===== src/rtl/mlr_pkg.sv =====
// Shared types and constants of the midpoint line rasterizer.
// Depends on nothing; used by the interfaces, the core and the checker.
package mlr_pkg;

	// Width of the packed ARGB color.
	localparam int COLOR_BITS = 32;

	// Command codes carried in the op field.
	typedef enum logic {
		OP_START   = 1'b0,
		OP_ADVANCE = 1'b1
	} mlr_op_t;

endpackage


===== src/rtl/mlr_cmd_if.sv =====
// Command channel of the midpoint line rasterizer: valid/ready plus one item.
// Depends on mlr_pkg.
interface mlr_cmd_if
	import mlr_pkg::*;
#(
	parameter int COORD_BITS = 12
) ();

	logic                         valid;
	logic                         ready;
	mlr_op_t                      op;
	logic signed [COORD_BITS-1:0] start_x;
	logic signed [COORD_BITS-1:0] start_y;
	logic signed [COORD_BITS-1:0] end_x;
	logic signed [COORD_BITS-1:0] end_y;
	logic [COLOR_BITS-1:0]        line_color;

	modport source (
		output valid, op, start_x, start_y, end_x, end_y, line_color,
		input  ready
	);

	modport sink (
		input  valid, op, start_x, start_y, end_x, end_y, line_color,
		output ready
	);

endinterface


===== src/rtl/mlr_pix_if.sv =====
// Pixel channel of the midpoint line rasterizer: valid/ready plus one result.
// Depends on mlr_pkg.
interface mlr_pix_if
	import mlr_pkg::*;
#(
	parameter int COORD_BITS = 12
) ();

	logic                         valid;
	logic                         ready;
	logic signed [COORD_BITS-1:0] pixel_x;
	logic signed [COORD_BITS-1:0] pixel_y;
	logic [COLOR_BITS-1:0]        pixel_color;
	logic                         valid_res;
	logic                         last;

	modport source (
		output valid, pixel_x, pixel_y, pixel_color, valid_res, last,
		input  ready
	);

	modport sink (
		input  valid, pixel_x, pixel_y, pixel_color, valid_res, last,
		output ready
	);

endinterface


===== src/rtl/mlr_core.sv =====
// Line state and per-item decision logic of the midpoint line rasterizer.
// Depends on mlr_pkg. The midpoint test is kept as an incremental decision term.
module mlr_core
	import mlr_pkg::*;
#(
	parameter int COORD_BITS = 12
) (
	input  logic                         clk,
	input  logic                         arst_n,
	input  logic                         load,
	input  mlr_op_t                      op,
	input  logic signed [COORD_BITS-1:0] start_x,
	input  logic signed [COORD_BITS-1:0] start_y,
	input  logic signed [COORD_BITS-1:0] end_x,
	input  logic signed [COORD_BITS-1:0] end_y,
	input  logic [COLOR_BITS-1:0]        line_color,
	output logic signed [COORD_BITS-1:0] pixel_x,
	output logic signed [COORD_BITS-1:0] pixel_y,
	output logic [COLOR_BITS-1:0]        pixel_color,
	output logic                         valid_res,
	output logic                         last
);

	// Differences need one extra bit; the decision term a few more for its sums.
	localparam int DW = COORD_BITS + 1;
	localparam int KW = COORD_BITS + 4;

	// Line state.
	logic                         busy_q;
	logic                         x_major_q;
	logic                         s_neg_q;
	logic signed [COORD_BITS-1:0] cur_x_q;
	logic signed [COORD_BITS-1:0] cur_y_q;
	logic signed [COORD_BITS-1:0] stop_q;
	logic signed [KW-1:0]         dec_q;
	logic signed [KW-1:0]         inc_step_q;
	logic signed [KW-1:0]         inc_flat_q;
	logic [COLOR_BITS-1:0]        color_q;

	// Setup signals.
	logic signed [DW-1:0]         dx, dy, dx_abs, dy_abs;
	logic                         x_maj, swap, s_neg;
	logic signed [COORD_BITS-1:0] near_x, near_y, far_x, far_y, stop_new;
	logic signed [DW-1:0]         coef_a, coef_b;
	logic signed [KW-1:0]         a_k, b_k, inc_step_new, inc_flat_new;
	logic                         first_last;

	// Advance signals.
	logic                         step;
	logic signed [COORD_BITS-1:0] major, minor, major_next, minor_next;
	logic signed [COORD_BITS-1:0] adv_x, adv_y;
	logic signed [KW-1:0]         dec_next;
	logic                         adv_last;

	// Pick the major axis, order the endpoints along it and form the line terms.
	// The first endpoint lies on the line, so the first decision term reduces
	// to the diagonal increment and needs no product.
	always_comb begin
		dx     = DW'(end_x) - DW'(start_x);
		dy     = DW'(end_y) - DW'(start_y);
		dx_abs = dx[DW-1] ? -dx : dx;
		dy_abs = dy[DW-1] ? -dy : dy;
		x_maj  = (dx_abs >= dy_abs);
		swap   = x_maj ? (start_x > end_x) : (start_y > end_y);
		near_x = swap ? end_x : start_x;
		near_y = swap ? end_y : start_y;
		far_x  = swap ? start_x : end_x;
		far_y  = swap ? start_y : end_y;
		coef_a = DW'(far_y) - DW'(near_y);
		coef_b = DW'(near_x) - DW'(far_x);
		s_neg  = x_maj ? !(far_y > near_y) : !(far_x > near_x);
		a_k    = KW'(coef_a);
		b_k    = KW'(coef_b);
		if (x_maj) begin
			inc_step_new = a_k + (s_neg ? -b_k : b_k);
			inc_flat_new = a_k;
			stop_new     = far_x;
			first_last   = (near_x == far_x);
		end else begin
			inc_step_new = b_k + (s_neg ? -a_k : a_k);
			inc_flat_new = b_k;
			stop_new     = far_y;
			first_last   = (near_y == far_y);
		end
	end

	// Midpoint decision for the next pixel of the running line.
	always_comb begin
		if (x_major_q ^ s_neg_q) begin
			step = !dec_q[KW-1];
		end else begin
			step = dec_q[KW-1] || (dec_q == '0);
		end
		major      = x_major_q ? cur_x_q : cur_y_q;
		minor      = x_major_q ? cur_y_q : cur_x_q;
		major_next = major + COORD_BITS'(1);
		if (!step) begin
			minor_next = minor;
		end else if (s_neg_q) begin
			minor_next = minor - COORD_BITS'(1);
		end else begin
			minor_next = minor + COORD_BITS'(1);
		end
		adv_x    = x_major_q ? major_next : minor_next;
		adv_y    = x_major_q ? minor_next : major_next;
		dec_next = dec_q + (step ? inc_step_q : inc_flat_q);
		adv_last = (major_next == stop_q);
	end

	// Result of the item being processed.
	always_comb begin
		pixel_x     = '0;
		pixel_y     = '0;
		pixel_color = '0;
		valid_res   = 1'b0;
		last        = 1'b0;
		if (op == OP_START) begin
			pixel_x     = near_x;
			pixel_y     = near_y;
			pixel_color = line_color;
			valid_res   = 1'b1;
			last        = first_last;
		end else if (busy_q) begin
			pixel_x     = adv_x;
			pixel_y     = adv_y;
			pixel_color = color_q;
			valid_res   = 1'b1;
			last        = adv_last;
		end
	end

	// Busy flag: set by a line of more than one pixel, cleared on its last pixel.
	always_ff @(posedge clk or negedge arst_n) begin
		if (!arst_n) begin
			busy_q <= 1'b0;
		end else if (load) begin
			if (op == OP_START) begin
				busy_q <= !first_last;
			end else if (busy_q && adv_last) begin
				busy_q <= 1'b0;
			end
		end
	end

	// Line registers, loaded on a start and stepped on an advance.
	always_ff @(posedge clk) begin
		if (load) begin
			if (op == OP_START) begin
				x_major_q  <= x_maj;
				s_neg_q    <= s_neg;
				cur_x_q    <= near_x;
				cur_y_q    <= near_y;
				stop_q     <= stop_new;
				dec_q      <= inc_step_new;
				inc_step_q <= inc_step_new;
				inc_flat_q <= inc_flat_new;
				color_q    <= line_color;
			end else if (busy_q) begin
				cur_x_q <= adv_x;
				cur_y_q <= adv_y;
				dec_q   <= dec_next;
			end
		end
	end

endmodule


===== src/rtl/midpoint_line_rasterizer.sv =====
// Midpoint line rasterizer: one pixel per command, one command per cycle while the pixel side accepts.
// Each command is registered in the input stage, then its pixel in the result register, which offers it.
// The decision update is combinational, so a new command can enter while the last one's pixel moves on.
// The output register lets a new command in while a pixel waits downstream.
// Reset (arst_n low, asynchronous) empties both stages and drops the line.
// Depends on mlr_pkg, mlr_cmd_if, mlr_pix_if and mlr_core.
module midpoint_line_rasterizer
	import mlr_pkg::*;
#(
	parameter int COORD_BITS = 12
) (
	input  logic  clk,
	input  logic  arst_n,
	mlr_cmd_if.sink   cmd,
	mlr_pix_if.source pix
);

	// Input register stage.
	logic                         valid_s1;
	mlr_op_t                      op_s1;
	logic signed [COORD_BITS-1:0] start_x_s1, start_y_s1, end_x_s1, end_y_s1;
	logic [COLOR_BITS-1:0]        color_s1;

	// Result register.
	logic                         out_valid_q;
	logic signed [COORD_BITS-1:0] pixel_x_q, pixel_y_q;
	logic [COLOR_BITS-1:0]        pixel_color_q;
	logic                         valid_res_q, last_q;

	// Core results for the item in the input stage.
	logic signed [COORD_BITS-1:0] core_x, core_y;
	logic [COLOR_BITS-1:0]        core_color;
	logic                         core_valid_res, core_last;

	logic cmd_xfer, fire_s1;

	// The input stage moves on whenever the result register is free or drains.
	assign fire_s1   = valid_s1 && (!out_valid_q || pix.ready);
	assign cmd.ready = !valid_s1 || fire_s1;
	assign cmd_xfer  = cmd.valid && cmd.ready;

	// Input stage control.
	always_ff @(posedge clk or negedge arst_n) begin
		if (!arst_n) begin
			valid_s1 <= 1'b0;
		end else if (cmd_xfer) begin
			valid_s1 <= 1'b1;
		end else if (fire_s1) begin
			valid_s1 <= 1'b0;
		end
	end

	// Input stage payload.
	always_ff @(posedge clk) begin
		if (cmd_xfer) begin
			op_s1      <= cmd.op;
			start_x_s1 <= cmd.start_x;
			start_y_s1 <= cmd.start_y;
			end_x_s1   <= cmd.end_x;
			end_y_s1   <= cmd.end_y;
			color_s1   <= cmd.line_color;
		end
	end

	mlr_core #(
		.COORD_BITS (COORD_BITS)
	) u_core (
		.clk         (clk),
		.arst_n      (arst_n),
		.load        (fire_s1),
		.op          (op_s1),
		.start_x     (start_x_s1),
		.start_y     (start_y_s1),
		.end_x       (end_x_s1),
		.end_y       (end_y_s1),
		.line_color  (color_s1),
		.pixel_x     (core_x),
		.pixel_y     (core_y),
		.pixel_color (core_color),
		.valid_res   (core_valid_res),
		.last        (core_last)
	);

	// Result register control.
	always_ff @(posedge clk or negedge arst_n) begin
		if (!arst_n) begin
			out_valid_q <= 1'b0;
		end else if (fire_s1) begin
			out_valid_q <= 1'b1;
		end else if (pix.ready) begin
			out_valid_q <= 1'b0;
		end
	end

	// Result register payload.
	always_ff @(posedge clk) begin
		if (fire_s1) begin
			pixel_x_q     <= core_x;
			pixel_y_q     <= core_y;
			pixel_color_q <= core_color;
			valid_res_q   <= core_valid_res;
			last_q        <= core_last;
		end
	end

	assign pix.valid       = out_valid_q;
	assign pix.pixel_x     = pixel_x_q;
	assign pix.pixel_y     = pixel_y_q;
	assign pix.pixel_color = pixel_color_q;
	assign pix.valid_res   = valid_res_q;
	assign pix.last        = last_q;

endmodule


===== src/flat_wrapper.sv =====
// flat-port wrapper written by rule: the top's interface ports become plain ports
module midpoint_line_rasterizer_flat import mlr_pkg::*;
#(
	parameter int COORD_BITS = 12
)
  (clk, arst_n, cmd_valid, cmd_op, cmd_start_x, cmd_start_y, cmd_end_x, cmd_end_y, cmd_line_color, cmd_ready, pix_valid, pix_pixel_x, pix_pixel_y, pix_pixel_color, pix_valid_res, pix_last, pix_ready);
  mlr_cmd_if #(.COORD_BITS(COORD_BITS)) cmd_i ();
  mlr_pix_if #(.COORD_BITS(COORD_BITS)) pix_i ();
  input  logic clk;
  input  logic arst_n;
  input wire logic [$bits(cmd_i.valid)-1:0] cmd_valid;
  input wire logic [$bits(cmd_i.op)-1:0] cmd_op;
  input wire logic [$bits(cmd_i.start_x)-1:0] cmd_start_x;
  input wire logic [$bits(cmd_i.start_y)-1:0] cmd_start_y;
  input wire logic [$bits(cmd_i.end_x)-1:0] cmd_end_x;
  input wire logic [$bits(cmd_i.end_y)-1:0] cmd_end_y;
  input wire logic [$bits(cmd_i.line_color)-1:0] cmd_line_color;
  output wire logic [$bits(cmd_i.ready)-1:0] cmd_ready;
  output wire logic [$bits(pix_i.valid)-1:0] pix_valid;
  output wire logic [$bits(pix_i.pixel_x)-1:0] pix_pixel_x;
  output wire logic [$bits(pix_i.pixel_y)-1:0] pix_pixel_y;
  output wire logic [$bits(pix_i.pixel_color)-1:0] pix_pixel_color;
  output wire logic [$bits(pix_i.valid_res)-1:0] pix_valid_res;
  output wire logic [$bits(pix_i.last)-1:0] pix_last;
  input wire logic [$bits(pix_i.ready)-1:0] pix_ready;
  assign cmd_i.valid = cmd_valid;
  assign cmd_i.op = cmd_op;
  assign cmd_i.start_x = cmd_start_x;
  assign cmd_i.start_y = cmd_start_y;
  assign cmd_i.end_x = cmd_end_x;
  assign cmd_i.end_y = cmd_end_y;
  assign cmd_i.line_color = cmd_line_color;
  assign cmd_ready = cmd_i.ready;
  assign pix_valid = pix_i.valid;
  assign pix_pixel_x = pix_i.pixel_x;
  assign pix_pixel_y = pix_i.pixel_y;
  assign pix_pixel_color = pix_i.pixel_color;
  assign pix_valid_res = pix_i.valid_res;
  assign pix_last = pix_i.last;
  assign pix_i.ready = pix_ready;
  midpoint_line_rasterizer #(.COORD_BITS(COORD_BITS)) u_core (.clk(clk), .arst_n(arst_n), .cmd(cmd_i), .pix(pix_i));
endmodule

===== config.mk =====
export PLATFORM = sky130hd
export DESIGN_NAME = midpoint_line_rasterizer_flat
export DESIGN_NICKNAME = d
export VERILOG_FILES = /design/src/rtl/mlr_pkg.sv /design/src/rtl/mlr_cmd_if.sv /design/src/rtl/mlr_pix_if.sv /design/src/rtl/mlr_core.sv /design/src/rtl/midpoint_line_rasterizer.sv /design/src/flat_wrapper.sv
export SDC_FILE = /design/constraint.sdc
export NUM_CORES = 1
export LEC_CHECK = 0
export BUFFER_PORTS_ARGS = -buffer_cell sky130_fd_sc_hd__buf_2
export CAP_MARGIN = 20
export CORE_MARGIN = 2
export CORE_UTILIZATION = 57
export CTS_BUF_LIST = sky130_fd_sc_hd__clkbuf_8
export CTS_CLUSTER_DIAMETER = 150
export DETAILED_ROUTE_END_ITERATION = 8
export GPL_ROUTABILITY_DRIVEN = 0
export PLACE_DENSITY_LB_ADDON = 0.25
export SYNTH_ARGS = -nofsm -noshare
export SYNTH_HDL_FRONTEND = slang
export SYNTH_SLANG_ARGS = --single-unit

===== constraint.sdc =====
create_clock -name clk -period 9.55 [get_ports clk]
set_input_delay 0.955 -clock clk [delete_from_list [all_inputs] [get_ports clk]]
set_output_delay 0.955 -clock clk [all_outputs]
set_load 0.02 [all_outputs]

==> results of run 1 <==
final cells by class:
cell class              instances  area [sq um]  share of cell area (%)
clock buffers                  42           578                    2.90
multi-input cells            1226          8870                    44.6
clock inverters                30           284                    1.43
repair buffers                263          1660                    8.33
well taps                     390           488                    2.45
inverters                      86           323                    1.62
flip-flops and latches        257          7700                    38.7
worst paths after layout:
kind / from / end / depth (start not counted)
max reg2reg: u_core.end_y_s1[1] / u_core.u_core.dec_q[12] / 44
max in group asynchronous: arst_n / u_core.valid_s1 / 1
max: u_core.end_y_s1[1] / u_core.u_core.dec_q[12] / 44
min: arst_n / u_core.u_core.busy_q / 1
min reg2reg: u_core.color_s1[22] / u_core.u_core.color_q[22] / 0
min in group clk: u_core.color_s1[22] / u_core.u_core.color_q[22] / 0
repair_timing:
action | in CTS | in global routing
resized for setup | 16 | 51
buffers inserted | 5 | 15
pin swaps | 7 | 28
setup endpoints to repair | 9 | 13
cell usage after synthesis (17+ instances only):
| library cell | count | area (sq um) |
|---|---|---|
| sky130_fd_sc_hd__a21oi_1 | 126 | 631 |
| sky130_fd_sc_hd__edfxtp_1 | 254 | 7630 |
| sky130_fd_sc_hd__xnor2_1 | 86 | 753 |
| sky130_fd_sc_hd__ha_1 | 98 | 1230 |
| sky130_fd_sc_hd__o21ai_0 | 82 | 410 |
| sky130_fd_sc_hd__a211oi_1 | 17 | 128 |
| sky130_fd_sc_hd__nor3_1 | 18 | 90.1 |
| sky130_fd_sc_hd__nand2b_1 | 20 | 125 |
| sky130_fd_sc_hd__clkbuf_1 | 48 | 180 |
| sky130_fd_sc_hd__and2_1 | 45 | 282 |
| sky130_fd_sc_hd__nand2_1 | 138 | 518 |
| sky130_fd_sc_hd__mux2_2 | 31 | 349 |
| sky130_fd_sc_hd__a31oi_1 | 25 | 156 |
| sky130_fd_sc_hd__xor2_1 | 69 | 604 |
| sky130_fd_sc_hd__o211ai_1 | 19 | 143 |
| sky130_fd_sc_hd__a21o_1 | 33 | 248 |
| sky130_fd_sc_hd__mux2i_1 | 29 | 290 |
| sky130_fd_sc_hd__a22o_1 | 32 | 280 |
| sky130_fd_sc_hd__o21bai_1 | 19 | 143 |
| sky130_fd_sc_hd__nor2_1 | 135 | 507 |
| sky130_fd_sc_hd__inv_1 | 86 | 323 |
| sky130_fd_sc_hd__nor2b_1 | 27 | 169 |
logic make-up after synthesis:
group | synth area share (%)
simple gates | 13.1
compound gates | 17.4
flops | 45.4
buf+inv | 3.98
xor+xnor | 8.29
fa+ha+maj | 8.06
mux | 3.77
sequential cells by signal, summed over array words and instances (netlist names), 13 cells and up:
| register | cells |
|---|---|
| u_core.u_core.dec_q | 16 |
| u_core.u_core.inc_flat_q | 13 |
| u_core.color_s1 | 32 |
| u_core.pix.pixel_color | 32 |
| u_core.u_core.color_q | 32 |
| u_core.u_core.inc_step_q | 16 |
per-stage QoR:
step | setup WS [ns] | util (%) | hold WS, ns
final | 0.161 | 67.5 | 0.176
after detailed placement | -0.330 | 63.2 | 0.437
after CTS | 0.00542 | 66.5 | 0.155
after global routing | -0.256 | 67.5 | 0.154
after floorplan | -0.0379 | - | 0.428
after global placement | 0.00967 | 63.2 | 0.435
per-layer routing:
metal	track usage (%)	vias up	routed length (um)	share of wire (%)
li1	-	6499	-	-
met1	38.1	6502	18600	41
met2	45.6	637	21200	47
met3	5.30	162	3710	8.2
met4	12.4	2	2000	4.4
met5	0	-	16	0.035
==> Flow_metrics.wiki, run 1 <==
{| class="wikitable"
! Metric !! Value
|-
| Status || completed
|-
| Max Clk Rate || 107 MHz
|-
| Crit share post-route || 98.3%
|-
| Final setup violation count || 0
|-
| CORE AREA || 0.0295 sq mm
|-
| Sequential area share after synthesis || 45.4%
|-
| Number of antenna violations at the first check in global routing || 1
|-
| Final worst clock skew || 0.0285 ns
|-
| Post-route setup TNS || 0 ns
|-
| Detailed-route via count || 13,800
|-
| Die X || 177 um
|-
| Count of pins on the block boundary || 145
|-
| Final non-filler cell total || 2,294
|-
| Total global routing track utilization || 28.5%
|-
| Hold violation total from the final report || 0
|-
| Area of the die || 0.0312 sq mm
|-
| P&R area growth vs syn || 17.4%
|-
| Area of all placed cells without fillers || 0.0199 sq mm
|-
| Wire length of the first global-routing pass || 69,900 um
|-
| Period minus WS final || 9.39 ns
|-
| Placed cells || 2,201
|-
| Maximum number of pins on one net before global-route repair || 83
|-
| # Max-Cap Violations || 0
|-
| Cell at the root of the clock tree || sky130_fd_sc_hd__clkbuf_8
|-
| Synthesized net count || 1,839
|-
| Number of placement rows || 63
|-
| Grt ovf || 0
|-
| Initial Utilization || 57.5%
|-
| Number of H-tree levels || 2
|-
| Net count of the finished layout || 2,065
|-
| Required @ worst endpoint || 9.87 ns
|-
| DP HPWL || 33,900 um
|-
| Fill cells || 2,240
|-
| Post-placement cell area || 0.0186 sq mm
|-
| Mapped Avg Cell Area || 10.3 sq um
|-
| Fraction of final layout cells with drive strength greater than 1 || 22.1%
|-
| Most common library cell in the layout ignoring fill and taps || sky130_fd_sc_hd__edfxtp_1
|-
| Initial DRT Pass Iterations || 8
|-
| WP buf/inv || 4
|-
| Pins over their slew limit || 0
|-
| PortBufs || 144
|-
| Routed WL per cell || 19.8 um
|-
| Prevailing post-synth register cell || sky130_fd_sc_hd__edfxtp_1
|-
| CP Data Arrival Time || 9.71 ns
|-
| Count of clock tree sinks || 257
|-
| Pin slew with the least headroom to its limit || 1.01 ns
|-
| Via-to-Cell Ratio || 6.02
|-
| Crit path kind || reg2reg
|-
| Kind of path behind the tightest hold check || in2async
|-
| Clock tree from TritonCTS || built
|-
| Critical path's slowest cell || sky130_fd_sc_hd__or4_4
|-
| Setup slack on the worst flop-to-flop path || 0.16 ns
|-
| Residual DRC count || 0
|-
| Clock insertion delay at the later pin of the skew report || 0.59 ns
|-
| Async set-reset flop share out of synthesis || 1.17%
|-
| Critical path peak fanout || 7
|-
| Vias in the first global route || 13,300
|-
| Number of DRC markers after the initial detailed-route iteration || 1,359
|-
| Number of flip-flops and latches in the synthesized netlist || 257
|-
| Final routed wirelength across all metal layers || 45,500 um
|-
| Top library cells by usage in the layout, fill and taps aside || 254 x sky130_fd_sc_hd__edfxtp_1, 144 x sky130_fd_sc_hd__buf_2, 138 x sky130_fd_sc_hd__nand2_1
|-
| Instance count of the mapped netlist || 1,650
|-
| Die Y || 177 um
|-
| Syn. warnings || 0
|-
| Normalized max-slew margin || 32.5%
|-
| Sort of element at the start of the critical path || register
|-
| Post-CTS Hold Buffers || 0
|-
| Synthesized area || 0.0170 sq mm
|-
| Longest individual stage delay on the worst path || 0.51 ns
|-
| Antenna viol nets, final || 0
|-
| Number of library cell types mapped by synthesis || 89
|-
| Post-synth EDFFs || 254
|-
| Crit end category || register
|-
| Clock transition at the registers of the reported paths || 0.07 ns
|-
| Diodes inserted || 0
|-
| TritonCTS buffer count || 42
|-
| Critical path's top delay family || compound AO/OA/AOI/OAI gates
|-
| CTS Buffer Depth || 3
|}
Power of run 1 is not shown: default switching activity piles up to over one toggle a cycle in this logic, so the estimate is an artifact.
==> run 2: changes to the inputs <==
--- a/config.mk
+++ b/config.mk
@@ -8,7 +8,7 @@
 export BUFFER_PORTS_ARGS = -buffer_cell sky130_fd_sc_hd__buf_2
 export CAP_MARGIN = 20
 export CORE_MARGIN = 2
-export CORE_UTILIZATION = 57
+export CORE_UTILIZATION = 45
 export CTS_BUF_LIST = sky130_fd_sc_hd__clkbuf_8
 export CTS_CLUSTER_DIAMETER = 150
 export DETAILED_ROUTE_END_ITERATION = 8
==> run 2 against run 1 <==
Via count decreased by 2.3%. Die area increased by 26%. Worst setup slack better by 0.32 ns. Clock skew is 0.0082 ns higher. Final area rose by 1.7%. Count of clock-buffer cells in the layout rose by 3. Critical path depth decreased by 1. Sequential cell count stayed put. Final cell count increased by 6.5%. Non-clock buffer count is 18 higher. Critical endpoint is now u_core.u_core.dec_q[13].
==> Flow_metrics.wiki, run 2 (synthesis results as in run 1) <==
{| class="wikitable"
! Metric !! Value
|-
| Status || completed (unchanged)
|-
| Longest individual stage delay on the worst path || 0.50 ns (was 0.51 ns)
|-
| Initial Utilization || 45.4% (was 57.5%)
|-
| Cell at the root of the clock tree || sky130_fd_sc_hd__clkbuf_8 (unchanged)
|-
| Diodes inserted || 0 (unchanged)
|-
| Number of DRC markers after the initial detailed-route iteration || 1,055 (was 1,359)
|-
| CP Data Arrival Time || 9.40 ns (was 9.71 ns)
|-
| Net count of the finished layout || 2,086 (was 2,065)
|-
| Post-route setup TNS || 0 ns (unchanged)
|-
| Wire length of the first global-routing pass || 69,500 um (was 69,900 um)
|-
| Initial DRT Pass Iterations || 6 (was 8)
|-
| CORE AREA || 0.0374 sq mm (was 0.0295 sq mm)
|-
| Post-CTS Hold Buffers || 0 (unchanged)
|-
| Maximum number of pins on one net before global-route repair || 83 (unchanged)
|-
| Number of antenna violations at the first check in global routing || 2 (was 1)
|-
| Setup slack on the worst flop-to-flop path || 0.48 ns (was 0.16 ns)
|-
| # Max-Cap Violations || 0 (unchanged)
|-
| Most prevalent standard cell on the critical path || sky130_fd_sc_hd__a21oi_2
|-
| Sort of element at the start of the critical path || register (unchanged)
|-
| Via-to-Cell Ratio || 5.52 (was 6.02)
|-
| Final worst clock skew || 0.0367 ns (was 0.0285 ns)
|-
| Routing usage on met3 || 3.59% (was 5.30%)
|-
| Residual DRC count || 0 (unchanged)
|-
| Die X || 198 um (was 177 um)
|-
| Clock transition at the registers of the reported paths || 0.07 ns (about the same)
|-
| Grt ovf || 0 (unchanged)
|-
| Normalized max-slew margin || 34.5% (was 32.5%)
|-
| Reg2reg path depth || 43 (was 44)
|-
| Pin slew with the least headroom to its limit || 0.983 ns (was 1.01 ns)
|-
| Top library cells by usage in the layout, fill and taps aside || 254 x sky130_fd_sc_hd__edfxtp_1, 145 x sky130_fd_sc_hd__buf_2, 136 x sky130_fd_sc_hd__nand2_1 (was 254 x sky130_fd_sc_hd__edfxtp_1, 144 x sky130_fd_sc_hd__buf_2, 138 x sky130_fd_sc_hd__nand2_1)
|-
| Crit path kind || reg2reg (unchanged)
|-
| Crit end category || register (unchanged)
|-
| Final routed wirelength across all metal layers || 45,600 um (was 45,500 um)
|-
| Critical path's slowest cell || sky130_fd_sc_hd__or4b_4 (was sky130_fd_sc_hd__or4_4)
|-
| Crit share post-route || 95.0% (was 98.3%)
|-
| Vias in the first global route || 12,900 (was 13,300)
|-
| Count of pins on the block boundary || 145 (unchanged)
|-
| Terminus of the critical flop-to-flop path || u_core.u_core.dec_q[13] (was u_core.u_core.dec_q[12])
|-
| Clock tree from TritonCTS || built (unchanged)
|-
| Most common library cell in the layout ignoring fill and taps || sky130_fd_sc_hd__edfxtp_1 (unchanged)
|-
| TritonCTS buffer count || 45 (was 42)
|-
| Required @ worst endpoint || 9.88 ns (was 9.87 ns)
|-
| Met2 track utilization from global routing || 37.4% (was 45.6%)
|-
| Final WS setup || 0.481 ns (was 0.161 ns)
|-
| Max Clk Rate || 110 MHz (was 107 MHz)
|-
| Die Y || 198 um (was 177 um)
|-
| Number of placement rows || 71 (was 63)
|-
| Area of the die || 0.0393 sq mm (was 0.0312 sq mm)
|-
| CTS Buffer Depth || 3 (unchanged)
|-
| Worst-case setup slack after placement || -0.169 ns (was -0.330 ns)
|-
| DP HPWL || 34,100 um (was 33,900 um)
|-
| Hold violation total from the final report || 0 (unchanged)
|-
| Period minus WS final || 9.07 ns (was 9.39 ns)
|-
| WP buf/inv || 3 (was 4)
|-
| Most Used Layer, Global Route || met2 (unchanged)
|-
| Count of clock tree sinks || 257 (unchanged)
|-
| Antenna viol nets, final || 0 (unchanged)
|-
| Pins over their slew limit || 0 (unchanged)
|-
| P&R area growth vs syn || 19.3% (was 17.4%)
|-
| Total global routing track utilization || 22.8% (was 28.5%)
|-
| Detailed-route via count || 13,500 (was 13,800)
|-
| Fraction of final layout cells with drive strength greater than 1 || 23.4% (was 22.1%)
|-
| Kind of path behind the tightest hold check || in2async (unchanged)
|-
| Clock insertion delay at the later pin of the skew report || 0.60 ns (was 0.59 ns)
|-
| Reg2Reg Launch Point || u_core.end_y_s1[1] (unchanged)
|-
| Met1 Resource Use GR || 29.7% (was 38.1%)
|-
| Critical path peak fanout || 6 (was 7)
|-
| PortBufs || 144 (unchanged)
|-
| Number of H-tree levels || 2 (unchanged)
|-
| Final setup violation count || 0 (unchanged)
|-
| Critical path's top delay family || compound AO/OA/AOI/OAI gates (unchanged)
|-
| Routed WL per cell || 18.7 um (was 19.8 um)
|}
run 2: cell count changes in the layout (fill, tap and decap cells not counted), sizes merged:
cell,previous run,this run
buf,262,280
clkinv,14,23
clkinvlp,1,5
bufinv,5,2
clkbuf,43,46
inv,96,93
run 2: what timing repair did:
item,in CTS,in global routing
setup buffers,3,11
gates resized for setup,9,73
cloned,0,1
setup endpoints to repair,7,14
pin swaps,3,23
run 2: worst reg2reg max path, delay by kind of cell (launching register included):
family          cells  cell delay (ns)
xor+xnor            2             0.26
compound gates     20             3.43
mux                 3             0.79
simple gates       12             2.58
flops               1             0.39
fa+ha+maj           3             0.88
buf+inv             3             0.47
run 2: per-layer routing:
layer,vias up,share of wire (%)
li1,6550,-
met1,6340,43
met2,468,47
met3,120,5.9
met4,4,4.2
met5,-,0.053
run 2: metrics by stage:
step	instances	area, sq um	hold slack [ns]	utilization, %
final	2443	20200	0.172	54.1
after global routing	2443	20200	0.149	54.1
after CTS	2430	19900	0.135	53.1
after detailed placement	2345	18900	0.439	50.6
after global placement	2345	18900	0.438	50.6
after floorplan	1650	17000	0.428	-
run 2: area by class of cell:
| type | count | area (sq um) |
|---|---|---|
| clock buffers | 45 | 619 |
| clock inverters | 37 | 245 |
| fillers | 3305 | 17200 |
| inverters | 86 | 325 |
| multi-input cells | 1226 | 8900 |
| flip-flops and latches | 257 | 7700 |
| well taps | 511 | 639 |
| repair buffers | 281 | 1810 |
run 2: worst max path at each step:
stage / startpoint / end / cells after the start
6_report: u_core.end_y_s1[1] / u_core.u_core.dec_q[13] / 43
5_1_grt: u_core.start_y_s1[1] / u_core.u_core.dec_q[13] / 44
4_1_cts: u_core.start_y_s1[1] / u_core.u_core.dec_q[13] / 44
3_5_place_dp: u_core.start_y_s1[1] / u_core.u_core.dec_q[14] / 45
3_3_place_gp: u_core.start_y_s1[1] / u_core.u_core.dec_q[14] / 45
2_1_floorplan: u_core.end_y_s1[1] / u_core.u_core.dec_q[13] / 47
Power of run 2 is left out for the same reason.
==> run 3: changes to the inputs <==
--- a/config.mk
+++ b/config.mk
@@ -8,12 +8,13 @@
 export BUFFER_PORTS_ARGS = -buffer_cell sky130_fd_sc_hd__buf_2
 export CAP_MARGIN = 20
 export CORE_MARGIN = 2
-export CORE_UTILIZATION = 45
+export CORE_UTILIZATION = 57
 export CTS_BUF_LIST = sky130_fd_sc_hd__clkbuf_8
 export CTS_CLUSTER_DIAMETER = 150
 export DETAILED_ROUTE_END_ITERATION = 8
 export GPL_ROUTABILITY_DRIVEN = 0
 export PLACE_DENSITY_LB_ADDON = 0.25
+export SKIP_CTS_REPAIR_TIMING = 1
 export SYNTH_ARGS = -nofsm -noshare
 export SYNTH_HDL_FRONTEND = slang
 export SYNTH_SLANG_ARGS = --single-unit
==> run 3 against run 2 <==
Routed wire length is 0.35% lower. Global-route usage is 5.6 points higher. Die area is 21% lower. Sequential share of layout area is 0.58 points higher. Non-clock buffer count is 19 lower. Final area is 1.5% lower. Worst hold slack better by 0.0011 ns. First-iteration DRC count is 36% higher. Final cell count is 6.1% lower. Core utilization is 14 points higher.
==> Flow_metrics.wiki, run 3 (synthesis results as in run 1) <==
{| class="wikitable"
! Metric !! Value
|-
| Final worst clock skew || 0.0252 ns (was 0.0367 ns)
|-
| Die X || 177 um (was 198 um)
|-
| Total global routing track utilization || 28.4% (was 22.8%)
|-
| PortBufs || 144 (unchanged)
|-
| P&R area growth vs syn || 17.5% (was 19.3%)
|-
| DP HPWL || 33,900 um (was 34,100 um)
|-
| Clock insertion delay at the later pin of the skew report || 0.58 ns (was 0.60 ns)
|-
| Cell at the root of the clock tree || sky130_fd_sc_hd__clkbuf_8 (unchanged)
|-
| Area of the die || 0.0312 sq mm (was 0.0393 sq mm)
|-
| Clock tree from TritonCTS || built (unchanged)
|-
| Crit share post-route || 97.0% (was 95.0%)
|-
| Pin slew with the least headroom to its limit || 1.01 ns (was 0.983 ns)
|-
| Residual DRC count || 0 (unchanged)
|-
| Number of placement rows || 63 (was 71)
|-
| Wire length of the first global-routing pass || 69,700 um (was 69,500 um)
|-
| Number of H-tree levels || 2 (unchanged)
|-
| Count of pins on the block boundary || 145 (unchanged)
|-
| Period minus WS final || 9.26 ns (was 9.07 ns)
|-
| Sort of element at the start of the critical path || register (unchanged)
|-
| Most common library cell in the layout ignoring fill and taps || sky130_fd_sc_hd__edfxtp_1 (unchanged)
|-
| Worst Setup EP || u_core.u_core.dec_q[13] (unchanged)
|-
| Final setup violation count || 0 (unchanged)
|-
| Final routed wirelength across all metal layers || 45,400 um (was 45,600 um)
|-
| Vias in the first global route || 13,200 (was 12,900)
|-
| Reg2Reg Launch Point || u_core.end_y_s1[1] (unchanged)
|-
| Diodes inserted || 0 (unchanged)
|-
| CTS Buffer Depth || 3 (unchanged)
|-
| Crit end category || register (unchanged)
|-
| Count of clock tree sinks || 257 (unchanged)
|-
| Normalized max-slew margin || 32.3% (was 34.5%)
|-
| Detailed-route via count || 13,800 (was 13,500)
|-
| Number of DRC markers after the initial detailed-route iteration || 1,439 (was 1,055)
|-
| Grt ovf || 0 (unchanged)
|-
| Net count of the finished layout || 2,064 (was 2,086)
|-
| Crit path kind || reg2reg (unchanged)
|-
| Longest individual stage delay on the worst path || 0.51 ns (was 0.50 ns)
|-
| Final cell utilization of the core || 67.6% (was 54.1%)
|-
| CORE AREA || 0.0295 sq mm (was 0.0374 sq mm)
|-
| Terminus of the critical flop-to-flop path || u_core.u_core.dec_q[13] (unchanged)
|-
| Pins over their slew limit || 0 (unchanged)
|-
| Critical path's slowest cell || sky130_fd_sc_hd__or4_4 (was sky130_fd_sc_hd__or4b_4)
|-
| Critical path peak fanout || 16 (was 6)
|-
| Status || completed (unchanged)
|-
| Beginning of the critical path || u_core.end_y_s1[1] (unchanged)
|-
| Critical path's top delay family || compound AO/OA/AOI/OAI gates (unchanged)
|-
| Routed WL per cell || 19.8 um (was 18.7 um)
|-
| Kind of path behind the tightest hold check || in2async (unchanged)
|-
| Fill cells || 2,230 (was 3,305)
|-
| Initial DRT Pass Iterations || 6 (unchanged)
|-
| Required @ worst endpoint || 9.89 ns (was 9.88 ns)
|-
| TritonCTS buffer count || 42 (was 45)
|-
| Top library cells by usage in the layout, fill and taps aside || 254 x sky130_fd_sc_hd__edfxtp_1, 144 x sky130_fd_sc_hd__buf_2, 138 x sky130_fd_sc_hd__nand2_1 (was 254 x sky130_fd_sc_hd__edfxtp_1, 145 x sky130_fd_sc_hd__buf_2, 136 x sky130_fd_sc_hd__nand2_1)
|-
| WP buf/inv || 4 (was 3)
|-
| # Max-Cap Violations || 0 (unchanged)
|-
| Die Y || 177 um (was 198 um)
|-
| Max Clk Rate || 108 MHz (was 110 MHz)
|-
| Maximum number of pins on one net before global-route repair || 83 (unchanged)
|-
| CP Data Arrival Time || 9.60 ns (was 9.40 ns)
|-
| Most prevalent standard cell on the critical path || sky130_fd_sc_hd__a21oi_2 (unchanged)
|-
| Critical Path Stages || 44 (was 43)
|-
| Reg2reg path depth || 44 (was 43)
|-
| Antenna viol nets, final || 0 (unchanged)
|-
| Hold violation total from the final report || 0 (unchanged)
|-
| Initial Utilization || 57.5% (was 45.4%)
|-
| Via-to-Cell Ratio || 6.03 (was 5.52)
|-
| Clock transition at the registers of the reported paths || 0.07 ns (about the same)
|-
| Number of antenna violations at the first check in global routing || 1 (was 2)
|-
| Fraction of final layout cells with drive strength greater than 1 || 22.1% (was 23.4%)
|-
| Setup slack on the worst flop-to-flop path || 0.29 ns (was 0.48 ns)
|}
==> run 3: cell types whose count changed in the layout (fill, tap and decap cells not counted), sizes merged <==
cell	change
buf	-19
bufinv	+3
clkbuf	-3
clkinv	-9
clkinvlp	-4
inv	+3
==> run 3: routing by layer <==
layer | track usage (%) | part of all wire, %
met2 | 45.3 | 47
met3 | 5.23 | 8.0
met5 | 0 | 0.024
met1 | 38.2 | 41
met4 | 12.0 | 4.2
==> run 3: area by class of cell <==
cell class              instances  area, sq um  area share [%]
multi-input cells            1226         8880            44.6
inverters                      86          323            1.62
repair buffers                262         1680            8.43
clock buffers                  42          578            2.90
clock inverters                30          284            1.42
well taps                     390          488            2.45
flip-flops and latches        257         7700            38.6
==> run 3: worst min-delay path by stage <==
| stage | start | slack (ns) | to |
|---|---|---|---|
| 2_1_floorplan | u_core.color_s1[0] | 0.43 | u_core.u_core.color_q[0] |
| 3_3_place_gp | u_core.color_s1[18] | 0.44 | u_core.u_core.color_q[18] |
| 3_5_place_dp | u_core.color_s1[5] | 0.44 | u_core.u_core.color_q[5] |
| 4_1_cts | arst_n | 0.15 | u_core.u_core.busy_q |
| 5_1_grt | arst_n | 0.15 | u_core.u_core.busy_q |
| 6_report | arst_n | 0.17 | u_core.u_core.busy_q |
==> run 3: through the flow <==
step / setup TNS (ns) / instances / area [sq um] / hold slack [ns] / setup slack, ns
after floorplan: -0.0379 / 1650 / 17000 / 0.428 / -0.0379
after global placement: 0 / 2201 / 18600 / 0.435 / 0.00967
after detailed placement: -1.73 / 2201 / 18600 / 0.437 / -0.330
after CTS: -2.00 / 2273 / 19500 / 0.155 / -0.343
after global routing: -0.103 / 2293 / 19900 / 0.154 / -0.0554
final: 0 / 2293 / 19900 / 0.173 / 0.286
==> run 3: worst reg2reg max path, delay by kind of cell, from the launching register on <==
kind	cells	cell delay, ns
AOI/OAI and AO/OA	20	3.40
xor gates and xnor gates	2	0.27
adders and majority gates	3	0.91
buffers and inverters	4	0.58
DFF	1	0.42
muxes	3	0.77
and+or+nand+nor	12	2.65
Power of run 3 is left out for the same reason.
